**config.mk**
```make
export PLATFORM = sky130hd
export DESIGN_NAME = soft_timer_bank_unit
export DESIGN_NICKNAME = d
export VERILOG_FILES = /design/src/stb_pkg.sv /design/src/soft_timer_bank_unit.sv
export SDC_FILE = /design/constraint.sdc
export NUM_CORES = 1
export LEC_CHECK = 0
export BUFFER_PORTS_ARGS = -buffer_cell sky130_fd_sc_hd__buf_2
export CAP_MARGIN = 20
export CORE_MARGIN = 3
export CORE_UTILIZATION = 40
export CTS_CLUSTER_SIZE = 12
export DETAILED_ROUTE_END_ITERATION = 6
export PLACE_DENSITY = 0.52
export RECOVER_POWER = 25
export SYNTH_ARGS = -nofsm -noshare
export SYNTH_HDL_FRONTEND = slang
export SYNTH_SLANG_ARGS = --single-unit
```
**constraint.sdc**
```tcl
create_clock -name i_clk -period 15 [get_ports i_clk]
set_clock_uncertainty 0.2 [all_clocks]
set_input_delay 0.75 -clock i_clk [delete_from_list [all_inputs] [get_ports i_clk]]
set_output_delay 0.75 -clock i_clk [all_outputs]
set_load 0.005 [all_outputs]
```
**src/stb_pkg.sv**
```systemverilog
// Shared constants and types for the software timer bank.
package stb_pkg;

    localparam int NUM_TIMERS = 8;
    localparam int IDX_W      = (NUM_TIMERS > 1) ? $clog2(NUM_TIMERS) : 1;
    localparam int FUNC_W     = 3;
    localparam int ID_W       = 8;
    localparam int CNT_W      = 32;

    typedef enum logic [FUNC_W-1:0] {
        FUNC_TICK       = 3'd0,
        FUNC_START_ONCE = 3'd1,
        FUNC_START_AUTO = 3'd2,
        FUNC_STOP       = 3'd3,
        FUNC_CHECK      = 3'd4
    } t_func;

    typedef enum logic [1:0] {
        ST_IDLE,
        ST_SWEEP,
        ST_EXEC,
        ST_DONE
    } t_state;

    typedef struct packed {
        logic             cnt_we;
        logic [CNT_W-1:0] cnt_wdata;
        logic             rel_we;
        logic             flag_we;
        logic             flag_wdata;
        logic             mode_we;
        logic             mode_wdata;
        logic             fired_set;
        logic             out_load;
        logic             idx_inc;
    } t_ctrl;

endpackage

```
**src/soft_timer_bank_unit.sv**
```systemverilog
// Top level of the software timer bank with its sequencer and shared decrement unit.
// A tick word sweeps the bank one timer per cycle, then passes through the done state to the result.
// Start, stop, check and unused words pass through the execute state and then the done state.
// The input is stalled while a word is in work and while a finished result waits for room.
// Synchronous active-low reset clears all counts, reloads, flags and modes to zero.
module soft_timer_bank_unit (
    input  logic                      i_clk,
    input  logic                      i_rst_n,
    input  logic                      i_in_valid,
    output logic                      o_in_stall,
    input  logic [stb_pkg::FUNC_W-1:0] i_func,
    input  logic [stb_pkg::ID_W-1:0]   i_timer_id,
    input  logic [stb_pkg::CNT_W-1:0]  i_period,
    output logic                      o_out_valid,
    input  logic                      i_out_stall,
    output logic                      o_fired
);

    stb_pkg::t_state r_state, n_state;
    logic [stb_pkg::FUNC_W-1:0]   r_func;
    logic [stb_pkg::ID_W-1:0]     r_id;
    logic [stb_pkg::CNT_W-1:0]    r_period;
    logic [stb_pkg::IDX_W-1:0]    r_idx;
    logic                         r_fired_pend;
    logic                         r_out_valid;
    logic                         r_fired;

    logic [stb_pkg::CNT_W-1:0] r_countdown [stb_pkg::NUM_TIMERS];
    logic [stb_pkg::CNT_W-1:0] r_reload    [stb_pkg::NUM_TIMERS];
    logic [stb_pkg::NUM_TIMERS-1:0] r_flag;
    logic [stb_pkg::NUM_TIMERS-1:0] r_mode;

    logic                      w_accept;
    logic                      w_last;
    logic                      w_id_ok;
    logic                      w_out_free;
    logic [stb_pkg::IDX_W-1:0] w_sel;
    logic [stb_pkg::CNT_W-1:0] w_cur;
    logic [stb_pkg::CNT_W-1:0] w_dec;
    logic                      w_dec_zero;
    stb_pkg::t_ctrl            w_ctrl;

    assign o_in_stall  = (r_state != stb_pkg::ST_IDLE);
    assign w_accept    = i_in_valid && !o_in_stall;
    assign w_last      = (r_idx == stb_pkg::IDX_W'(stb_pkg::NUM_TIMERS - 1));
    assign w_id_ok     = (r_id < stb_pkg::ID_W'(stb_pkg::NUM_TIMERS));
    assign w_out_free  = !r_out_valid || !i_out_stall;
    assign w_sel       = (r_state == stb_pkg::ST_SWEEP) ? r_idx : r_id[stb_pkg::IDX_W-1:0];
    assign w_cur       = r_countdown[w_sel];
    assign w_dec       = w_cur - stb_pkg::CNT_W'(1);
    assign w_dec_zero  = (w_dec == '0);
    assign o_out_valid = r_out_valid;
    assign o_fired     = r_fired;

    always_comb begin
        n_state = r_state;
        unique case (r_state)
            stb_pkg::ST_IDLE: begin
                if (w_accept) begin
                    n_state = (stb_pkg::t_func'(i_func) == stb_pkg::FUNC_TICK) ?
                              stb_pkg::ST_SWEEP : stb_pkg::ST_EXEC;
                end
            end
            stb_pkg::ST_SWEEP: begin
                if (w_last) begin
                    n_state = stb_pkg::ST_DONE;
                end
            end
            stb_pkg::ST_EXEC: begin
                n_state = stb_pkg::ST_DONE;
            end
            stb_pkg::ST_DONE: begin
                if (w_out_free) begin
                    n_state = stb_pkg::ST_IDLE;
                end
            end
            default: begin
                n_state = stb_pkg::ST_IDLE;
            end
        endcase
    end

    always_comb begin
        w_ctrl = '0;
        unique case (r_state)
            stb_pkg::ST_SWEEP: begin
                w_ctrl.idx_inc = 1'b1;
                if (w_cur != '0) begin
                    w_ctrl.cnt_we    = 1'b1;
                    w_ctrl.cnt_wdata = w_dec;
                    if (w_dec_zero) begin
                        w_ctrl.flag_we    = 1'b1;
                        w_ctrl.flag_wdata = 1'b1;
                        if (r_mode[w_sel]) begin
                            w_ctrl.cnt_wdata = r_reload[w_sel];
                        end
                    end
                end
            end
            stb_pkg::ST_EXEC: begin
                if (w_id_ok) begin
                    unique case (r_func)
                        stb_pkg::FUNC_START_ONCE, stb_pkg::FUNC_START_AUTO: begin
                            w_ctrl.cnt_we     = 1'b1;
                            w_ctrl.cnt_wdata  = r_period;
                            w_ctrl.rel_we     = 1'b1;
                            w_ctrl.flag_we    = 1'b1;
                            w_ctrl.mode_we    = 1'b1;
                            w_ctrl.mode_wdata = (r_func == stb_pkg::FUNC_START_AUTO);
                        end
                        stb_pkg::FUNC_STOP: begin
                            w_ctrl.cnt_we  = 1'b1;
                            w_ctrl.flag_we = 1'b1;
                            w_ctrl.mode_we = 1'b1;
                        end
                        stb_pkg::FUNC_CHECK: begin
                            if (r_flag[w_sel]) begin
                                w_ctrl.flag_we   = 1'b1;
                                w_ctrl.fired_set = 1'b1;
                            end
                        end
                        default: begin
                        end
                    endcase
                end
            end
            stb_pkg::ST_DONE: begin
                w_ctrl.out_load = w_out_free;
            end
            default: begin
            end
        endcase
    end

    always_ff @(posedge i_clk) begin
        if (!i_rst_n) begin
            r_state      <= stb_pkg::ST_IDLE;
            r_idx        <= '0;
            r_fired_pend <= 1'b0;
            r_out_valid  <= 1'b0;
            r_fired      <= 1'b0;
            r_flag       <= '0;
            r_mode       <= '0;
            for (int k = 0; k < stb_pkg::NUM_TIMERS; k++) begin
                r_countdown[k] <= '0;
                r_reload[k]    <= '0;
            end
        end else begin
            r_state <= n_state;
            if (w_accept) begin
                r_func       <= i_func;
                r_id         <= i_timer_id;
                r_period     <= i_period;
                r_idx        <= '0;
                r_fired_pend <= 1'b0;
            end else if (w_ctrl.idx_inc) begin
                r_idx <= r_idx + stb_pkg::IDX_W'(1);
            end
            if (w_ctrl.fired_set) begin
                r_fired_pend <= 1'b1;
            end
            if (w_ctrl.cnt_we) begin
                r_countdown[w_sel] <= w_ctrl.cnt_wdata;
            end
            if (w_ctrl.rel_we) begin
                r_reload[w_sel] <= r_period;
            end
            if (w_ctrl.flag_we) begin
                r_flag[w_sel] <= w_ctrl.flag_wdata;
            end
            if (w_ctrl.mode_we) begin
                r_mode[w_sel] <= w_ctrl.mode_wdata;
            end
            if (w_ctrl.out_load) begin
                r_out_valid <= 1'b1;
                r_fired     <= r_fired_pend;
            end else if (!i_out_stall) begin
                r_out_valid <= 1'b0;
            end
        end
    end

endmodule

```
Yosys cells after proc, flatten, opt, wreduce, memory -nomap -nowiden

Memory sizes are Yosys's and may differ from the RTL's.
Cells that the tools add are included.

Memory bits (writable): 512
Flip-flop bits (word level): 67
ROM bits: 0
Logic and storage cells: 100
Input port bits: 47
Latch bits: 0
Memories kept: 2

Memories:

| name        | words | bits a word | read ports | clocked after Yosys merged registers in | wr ports | line                       | text |
|---|---|---|---|---|---|---|---|
| r_countdown | 8     | 32          | 1          | 0                                       | 8        | soft_timer_bank_unit.sv:28 | `logic [stb_pkg::CNT_W-1:0] r_countdown [stb_pkg::NUM_TIMERS];` |
| r_reload    | 8     | 32          | 1          | 0                                       | 8        | soft_timer_bank_unit.sv:29 | `logic [stb_pkg::CNT_W-1:0] r_reload [stb_pkg::NUM_TIMERS];` |

Eq/ne operators: 12
Divide/modulo/power cells: 0
Shifts and indexed selects: 0
Reductions and logical operators: 19
$mul: 0
$add $sub $neg: 2
Muxes and demuxes: 51
Magnitude comparators: 3
Bitwise logic cells: 1

Operators by type and width:

| kind                    | number |
|---|---|
| $mux W32                | 4 |
| $mux W33                | 2 |
| $pmux W33 S2            | 1 |
| $reduce_or A32 Y1       | 2 |
| $mux W35                | 1 |
| $logic_not A32 Y1       | 1 |
| $reduce_bool A32 Y1     | 1 |
| $sub A32 B1 Y32 const B | 1 |
| $mux W1                 | 24 |
| $bwmux W8               | 2 |
| $mux W3                 | 5 |
| $mux W2                 | 6 |
| $lt A8 B4 Y1 const B    | 1 |
| $pmux W2 S4             | 1 |
| $bmux W1 S3             | 2 |
| $eq A3 B2 Y1 const B    | 2 |
| $eq A3 B3 Y1 const B    | 2 |
| $ne A2 B2 Y1 const B    | 3 |
| $eq A2 B2 Y1 const B    | 2 |
| $lt A3 B4 Y1 const B    | 1 |
| $pmux W1 S2             | 2 |
| $reduce_bool A2 Y1      | 2 |
| $reduce_or A2 Y1        | 2 |
| $add A3 B1 Y3 const B   | 1 |
| 14 further kinds        | 17 |

Longest topological paths before layout

Gate-level depths: netlist of run 1.

Depth in word-level cells: 13
Mapped depth: 23
Gate-level depth less buffers: 16

Worst setup path after synthesis of run 1

No wires, ideal clock.

Path type: register to register
From: register r_state[1]
To: memory r_countdown[0][0] (netlist bit) (data pin)
Path buffers: 9
Clock period less this slack: 5.724 ns
Data arrival time: 5.258 ns
Setup slack: 9.276 ns
Library setup time: 0.266 ns
Stages on the path, launching flop included: 23
Cells stage by stage: dfxtp_1 > inv_1 > ha_1 > buf_4 > mux2_4 > buf_2 > buf_2 > buf_6 > buf_2 > clkbuf_1 > clkbuf_1 > mux2i_1 > ha_1 > nand3_1 > or4_1 > buf_2 > or4_4 > a211oi_2 > nand4_2 > or3_1 > buf_4 > a21oi_2 > nor2_1

RTL lines:

| what                   | line                        | text |
|---|---|---|
| start, declared        | soft_timer_bank_unit.sv:19  | `stb_pkg::t_state r_state, n_state;` |
| start signal, assigned | soft_timer_bank_unit.sv:137 | `r_state <= stb_pkg::ST_IDLE;` |
| start signal, assigned | soft_timer_bank_unit.sv:149 | `r_state <= n_state;` |
| end, declared          | soft_timer_bank_unit.sv:28  |  |

==> impl_metrics.yaml, run 1 <==
grt:
  grt_pass1_vias: 18100
  antenna_found_initial: 0
  grt_pass1_wl_um: 128000
  grt_usage_pct: 25.3
  grt.overflow.total: 0
  grt_max_degree: 61
drt:
  firstDrtPassIters: 5
  drt_iter0_drc: 2327
  drc: 0
  wl_um: 89400
  vias: 18800
  wl_per_cell_um: 28.6
  routed_via_density: 6.02
  antenna_left: 0
clock_tree:
  cts_setup_buffers: 0
  numCtsBuffers: 67
  ctsResizeCount: 0
  htreeDepth: 3
  cts_tree: "yes"
  path_clk_slew_ns: 0.06
  clock_path_buffers: 3
  cts-hold-fix-buffers: 0
  root_buffer: "clkbuf_16"
  insertion_delay_ns: 0.62
  cts_sinks: 579
place:
  portBuffers: 49
  dpl_cell_area_mm2: 0.0277
  hpwl_um: 51900
  place_congestion: 0.873
synth:
  synth_seq_cells: 579
  yosysSeqAreaShare_pct: 65.2
  synth_top_area_cell: "edfxtp_1"
  async_flop_share_pct: 0
  ys_warn_count: 0
  syn_area_per_cell_um2: 12.0
  syn_area_mm2: 0.0263
  ys_top_cells_by_area: "edfxtp_1 63%, and2_1 6.2%, nor2_1 4.2%"
  synth_top_area_share_pct: 63.4
  synthCells: 2184
  synth_edf_count: 555
  synthFlopType: "edfxtp_1"
  synth_nets: 2240
  synth_cell_types: 80
layout:
  area_growth_pct: 12.6
  postLayoutCellArea_mm2: 0.0296
  final_nets: 2276
  drive_gt1_share_pct: 10.8
  antennaDiodeCount: 0
  fin_util_pct: 45.7
  num-fill-cells: 5993
critical_path:
  crit_arrival_ns: 8.88
  cp-start-kind: "flop"
  required_ns: 15.12
  end_kind: "flop"
  crit_slowest_cell: "clkbuf_1"
  path_cells: "inv_1, ha_1, clkbuf_1, nand3_1, nand2_1, clkbuf_1, a32oi_2, a211oi_4, nand4_1, or4_1, or4_1, xnor2_1, nand3_1, or3_1, a21oi_2, nor2_1"
  crit_type: "flop to flop"
  crit_path_max_fanout: 35
  slowest_delay_ns: 1.31
timing:
  rsz0062_at_grt: "no"
  period_needed_ns: 8.77
  post-route-period-util_pct: 58.4
  slew_headroom_pct: -75.5
  slew_violations: 473
  tightest_slew_ns: 2.63
  tns_ns: 0
  fmax_ghz: 0.114
  finalHoldViolations: 0
  setup_viol: 0
floorplan:
  ioPinCount: 50
  design.core.area_mm2: 0.0648
  initial_core_util_pct: 40.6
  die_h_um: 262
  rows: 93
  die_width_um: 262
  dieArea_mm2: 0.0689
power_and_ir_drop:
  pwr-share-seq_pct: 40.9
  vdd_drop_max_v: 0.0000769
  p_leak_nw: 10.1
  swShare_pct: 33.8
  pwr_density_cell_mw_per_mm2: 158
  p_int_w: 0.00309
  power_frac_comb_pct: 25.1
  switching_power_w: 0.00158
  pwr-share-clk_pct: 34.0
status:
  status: "complete, but fails checks"
  violations: "capacitance limit, slew limit"
min_path:
  hp-class: "input port to flop"
run:
  cap_violations: 17
-- metrics by stage --
stage / power [W] / instances / hold WS [ns] / worst slack (ns)
3_3_place_gp: 0.00310 / 3001 / 0.243 / 7.57
6_report: 0.00467 / 3124 / 0.115 / 6.23
3_5_place_dp: 0.00310 / 3002 / 0.254 / 7.49
5_1_grt: 0.00483 / 3124 / 0.0953 / 5.83
4_1_cts: 0.00468 / 3120 / 0.0868 / 7.50
2_1_floorplan: 0.00262 / 2184 / 0.237 / 9.28
-- cell usage in the layout (no fill, tap or decap), types with 10 or more instances in the layout --
cell and count:
edfxtp_1 555, nor2_1 290, and2_1 212, nand2_1 183, o22ai_1 100, a21oi_1 70
clkbuf_16 69, o21ai_0 64, nand3_1 50, and2_0 49, buf_2 48, buf_4 42
clkbuf_1 40, o221ai_1 34, a22oi_1 30, mux2i_1 28, and2b_1 24, dfxtp_1 24
xnor2_1 22, nor2b_1 21, nand4_1 20, nor4_1 16, nor3_1 13, clkinv_1 13
inv_1 11, nand2_2 11, o22a_1 11, or4_1 11, clkinv_2 10
-- power groups by stage --
stage / clock network, W / registers [W] / logic, W
2_1_floorplan: 0 / 0.00191 / 0.000716
3_3_place_gp: 0 / 0.00194 / 0.00116
3_5_place_dp: 0 / 0.00194 / 0.00116
4_1_cts: 0.00161 / 0.00191 / 0.00117
5_1_grt: 0.00167 / 0.00192 / 0.00124
6_report: 0.00159 / 0.00191 / 0.00117
-- metal layers --
metal / share of wire (%) / GRT usage, % / vias to the layer above
met2: 46 / 40.0 / 904
met3: 7.7 / 3.27 / 162
met5: 0 / 0 / -
met1: 42 / 35.8 / 9572
li1: - / - / 8153
met4: 3.5 / 9.14 / 0
-- cell usage after synthesis (all sizes together) (4+ instances only) --
master,instances
o22ai,100
ha,9
nand2,195
nor2,297
edfxtp,555
nand4,21
a22oi,34
or3,6
buf,43
and3b,4
nor2b,21
and3,9
mux2i,29
nand3b,7
clkbuf,105
nor4,24
a32o,4
a31oi,10
a222oi,4
nand3,51
xnor2,22
and2,261
o221ai,34
a22o,8
or3b,5
nor3b,4
o21ai,70
o31ai,13
or4,12
a221oi,7
dfxtp,24
a211oi,4
nor3,15
o22a,11
inv,11
and4,4
or2,4
xor2,6
o41ai,9
a32oi,9
and2b,24
a21oi,72
-- state kept, by name, indices dropped and copies added, names as in the netlist --
| name | flops |
|---|---|
| r_period | 32 |
| r_countdown | 256 |
| r_mode | 8 |
| r_idx | 3 |
| r_state | 2 |
| o_out_valid | 1 |
| r_reload | 256 |
| o_fired | 1 |
| r_id | 8 |
| r_func | 3 |
| r_fired_pend | 1 |
| r_flag | 8 |
-- logic make-up after synthesis --
group | Yosys count | share of synthesized area [%]
AOI/OAI and AO/OA | 408 | 10.7
DFF | 579 | 65.2
and+or+nand+nor | 971 | 19.0
muxes | 30 | 1.16
adders and majority gates | 9 | 0.428
xor gates and xnor gates | 28 | 0.932
buffers and inverters | 159 | 2.59
-- area by class of cell --
type,count,area (µm²),share of cell area [%]
sequential,579,17100,57.9
multi-input combinational,1446,8630,29.1
clock buffer,86,1790,6.04
tap,855,1070,3.61
timing repair buffer,115,657,2.22
clock inverter,32,283,0.955
inverter,11,41.3,0.139
-- worst paths after layout --
path	startpoint	end	slack (ns)	depth (start not counted)
worst max register to register	r_state[1]	r_countdown[2][0]	6.23	16
worst min register to register	r_mode[4]	r_mode[4]	0.26	2
worst min-delay path	i_period[27]	r_period[27]	0.11	1
worst max-delay path	r_state[1]	r_countdown[2][0]	6.23	16
-- critical path: cells and delay by family (launching register included) --
kind	cells	cell delay, ns
and+or+nand+nor	8	4.01
DFF	1	0.33
adders and majority gates	1	0.14
buffers and inverters	3	2.33
xor gates and xnor gates	1	0.28
AOI/OAI and AO/OA	3	1.16
Note: power is estimated with default switching activity, not from simulation.
==> inputs of run 2 (changes only) <==
Settings changed: ABC_AREA from default to 1.
Clock period 15 ns to 9.02 ns, I/O delays scaled along.
==> impl_metrics.yaml, run 2 <==
clock_tree:
  clock_path_buffers: 3
  htreeDepth: 3
  insertion_delay_ns: 0.62
  cts_tree: "yes"
  path_clk_slew_ns: 0.06
  root_buffer: "clkbuf_16"
  cts_setup_buffers: 0
  cts_sinks: 579
  numCtsBuffers: 66
status:
  violations: "capacitance limit, slew limit"
  status: "complete, but fails checks"
floorplan:
  dieArea_mm2: 0.0712
  design.core.area_mm2: 0.0666
  initial_core_util_pct: 40.9
  die_h_um: 267
  ioPinCount: 50
  rows: 94
  die_width_um: 267
layout:
  top_regs: "r_countdown (256), r_reload (256), r_period (32)"
  drive_gt1_share_pct: 9.07
  final_nets: 2910
  fin_util_pct: 46.1
  area_growth_pct: 12.8
  final_common_cell: "nor2_1"
  postLayoutCellArea_mm2: 0.0307
  mostFrequentLayoutCells: "619 x nor2_1, 575 x nand2_1, 555 x edfxtp_1"
synth:
  synthCells: 2796
  synth_common_cells: "619 x nor2_1, 591 x nand2_1, 555 x edfxtp_1"
  synth_cell_types: 47
  syn_area_per_cell_um2: 9.73
  ys_top_cells_by_area: "edfxtp_1 61%, nor2_1 8.5%, nand2_1 8.2%"
  syn_area_mm2: 0.0272
  ys_warn_count: 0
  synth_edf_count: 555
  synthFlopType: "edfxtp_1"
  async_flop_share_pct: 0
  synth_top_area_cell: "edfxtp_1"
  synth.most_common_cell: "nor2_1"
  synth_seq_cells: 579
  synth_nets: 2852
  synth_top_area_share_pct: 61.3
  yosysSeqAreaShare_pct: 63.0
critical_path:
  path_cells: "inv_1, ha_1, inv_6, nand2_8, nand2_4, inv_1, nand2_1, clkbuf_1, or2_2, o21ai_0, nor3_1, o221ai_1, inv_1, buf_4, nand3_4, nand2_1, nand3_1, nand2_1, nand2_2, nor2_1"
  slowest_delay_ns: 1.88
  required_ns: 9.27
  crit_arrival_ns: 7.83
  crit_path_max_fanout: 108
  r2r_setup_slack_ns: 1.44
  rr_endpoint: "r_countdown[5][13]"
  worst-path-stages: 20
  cp-start-kind: "flop"
  crit_slowest_cell: "clkbuf_1"
  crit_type: "flop to flop"
  end_kind: "flop"
  crit_end: "r_countdown[5][13]"
  ff2ff_path_depth: 20
  crit_start: "r_state[1]"
  crit_family: "simple AND/OR/NAND/NOR gates"
  r2r_start: "r_state[1]"
  path_buf_inv: 6
grt:
  grt_util_met2_pct: 42.3
  busiest_layer: "met2"
  grt_max_degree: 109
  grt_util_met3_pct: 4.64
  grt.overflow.total: 0
  grt.met1_usage_pct: 34.8
  grt_usage_pct: 25.6
  grt_pass1_wl_um: 134000
  grt_pass1_vias: 20700
  antenna_found_initial: 4
drt:
  wl_per_cell_um: 24.1
  vias: 20800
  drc: 0
  firstDrtPassIters: 6
  wl_um: 90800
  drt_iter0_drc: 1981
  antenna_left: 0
  routed_via_density: 5.53
timing:
  tns_ns: 0
  fmax_ghz: 0.132
  post-route-period-util_pct: 84.1
  period_needed_ns: 7.58
  slew_headroom_pct: -96.9
  setup_viol: 0
  slew_violations: 417
  finalHoldViolations: 0
  tightest_slew_ns: 2.95
  rsz0062_at_grt: "no"
run:
  cap_violations: 12
power_and_ir_drop:
  pwr_density_cell_mw_per_mm2: 295
  vdd_drop_max_v: 0.000201
  p_leak_nw: 11.9
min_path:
  hp-class: "input port to flop"
place:
  place_congestion: 0.945
  portBuffers: 49
  hpwl_um: 53500
  dpl_cell_area_mm2: 0.0282
-- run 2: cell count changes in the layout (fill, tap and decap cells not counted), moves of 42 or more --
cell / previous run / this run
nand2_1: 183 / 575
nor2_1: 290 / 619
and2_1: 212 / 3
inv_1: 11 / 202
nand3_1: 50 / 215
a21oi_1: 70 / 17
and2_0: 49 / 0
nand3b_1: 7 / 55
dlygate4sd3_1: 0 / 44
nand2_2: 11 / 53
-- run 2: layout make-up --
type | count | area, µm²
antenna | 4 | 10.0
clock buffer | 87 | 1790
clock inverter | 26 | 206
fill | 6387 | 35900
inverter | 215 | 812
multi-input combinational | 1854 | 8570
sequential | 579 | 17100
tap | 864 | 1080
timing repair buffer | 138 | 1060
-- run 2: timing repair --
item / CTS / global route
hold buffers: 44 / 0
resized for setup: 0 / 0
endpoints found under the hold margin: 45 / 0
setup endpoints to repair: 0 / 0
-- run 2: metrics by stage --
| stage | setup slack (ns) | total power, W | cells | hold slack [ns] |
|---|---|---|---|---|
| floorplan | 4.72 | 0.00533 | 2796 | 0.221 |
| global placement | 2.07 | 0.00649 | 3600 | 0.229 |
| detailed placement | 1.98 | 0.00649 | 3602 | 0.237 |
| CTS | 1.96 | 0.00905 | 3759 | 0.0488 |
| global route | 0.985 | 0.00948 | 3765 | 0.0654 |
| finish | 1.44 | 0.00904 | 3767 | 0.0290 |
-- run 2: layer usage --
layer	part of all wire (%)	vias to the layer above
li1	-	9572
met1	43	10300
met2	47	818
met3	7.5	150
met4	2.3	0
met5	0	-
-- run 2: worst register-to-register path, cell delays in order (launching register included) --
cell      delay [ns]
dfxtp_1         0.36
inv_1           0.09
ha_1            0.33
inv_6           0.19
nand2_8         0.42
nand2_4         0.88
inv_1           0.39
nand2_1         0.19
clkbuf_1        1.88
or2_2           0.34
o21ai_0         0.10
nor3_1          0.23
o221ai_1        0.14
inv_1           0.12
buf_4           0.33
nand3_4         0.41
nand2_1         0.20
nand3_1         0.14
nand2_1         0.22
nand2_2         0.16
nor2_1          0.15
-- run 2: kinds of logic after synthesis --
family / share of synthesized area [%]
simple gates: 26.3
fa+ha+maj: 0.414
xor+xnor: 0.0644
buf+inv: 5.63
compound gates: 4.53
flops: 63.0
-- run 2: power breakdown --
group	switching, W	internal (W)
clock network	0.00109	0.00146
registers	0.0000586	0.00308
logic	0.00255	0.000808
total	0.00370	0.00534
-- run 2: worst min-delay path by stage --
| stage | cells after the start | slack (ns) | from | end |
|---|---|---|---|---|
| after floorplan | 2 | 0.22 | r_flag[4] | r_flag[4] |
| after global placement | 2 | 0.23 | r_flag[0] | r_flag[0] |
| after detailed placement | 2 | 0.24 | r_flag[3] | r_flag[3] |
| after CTS | 4 | 0.05 | i_in_valid | r_idx[0] |
| after global routing | 4 | 0.07 | i_in_valid | r_fired_pend |
| final | 4 | 0.03 | i_in_valid | r_idx[0] |
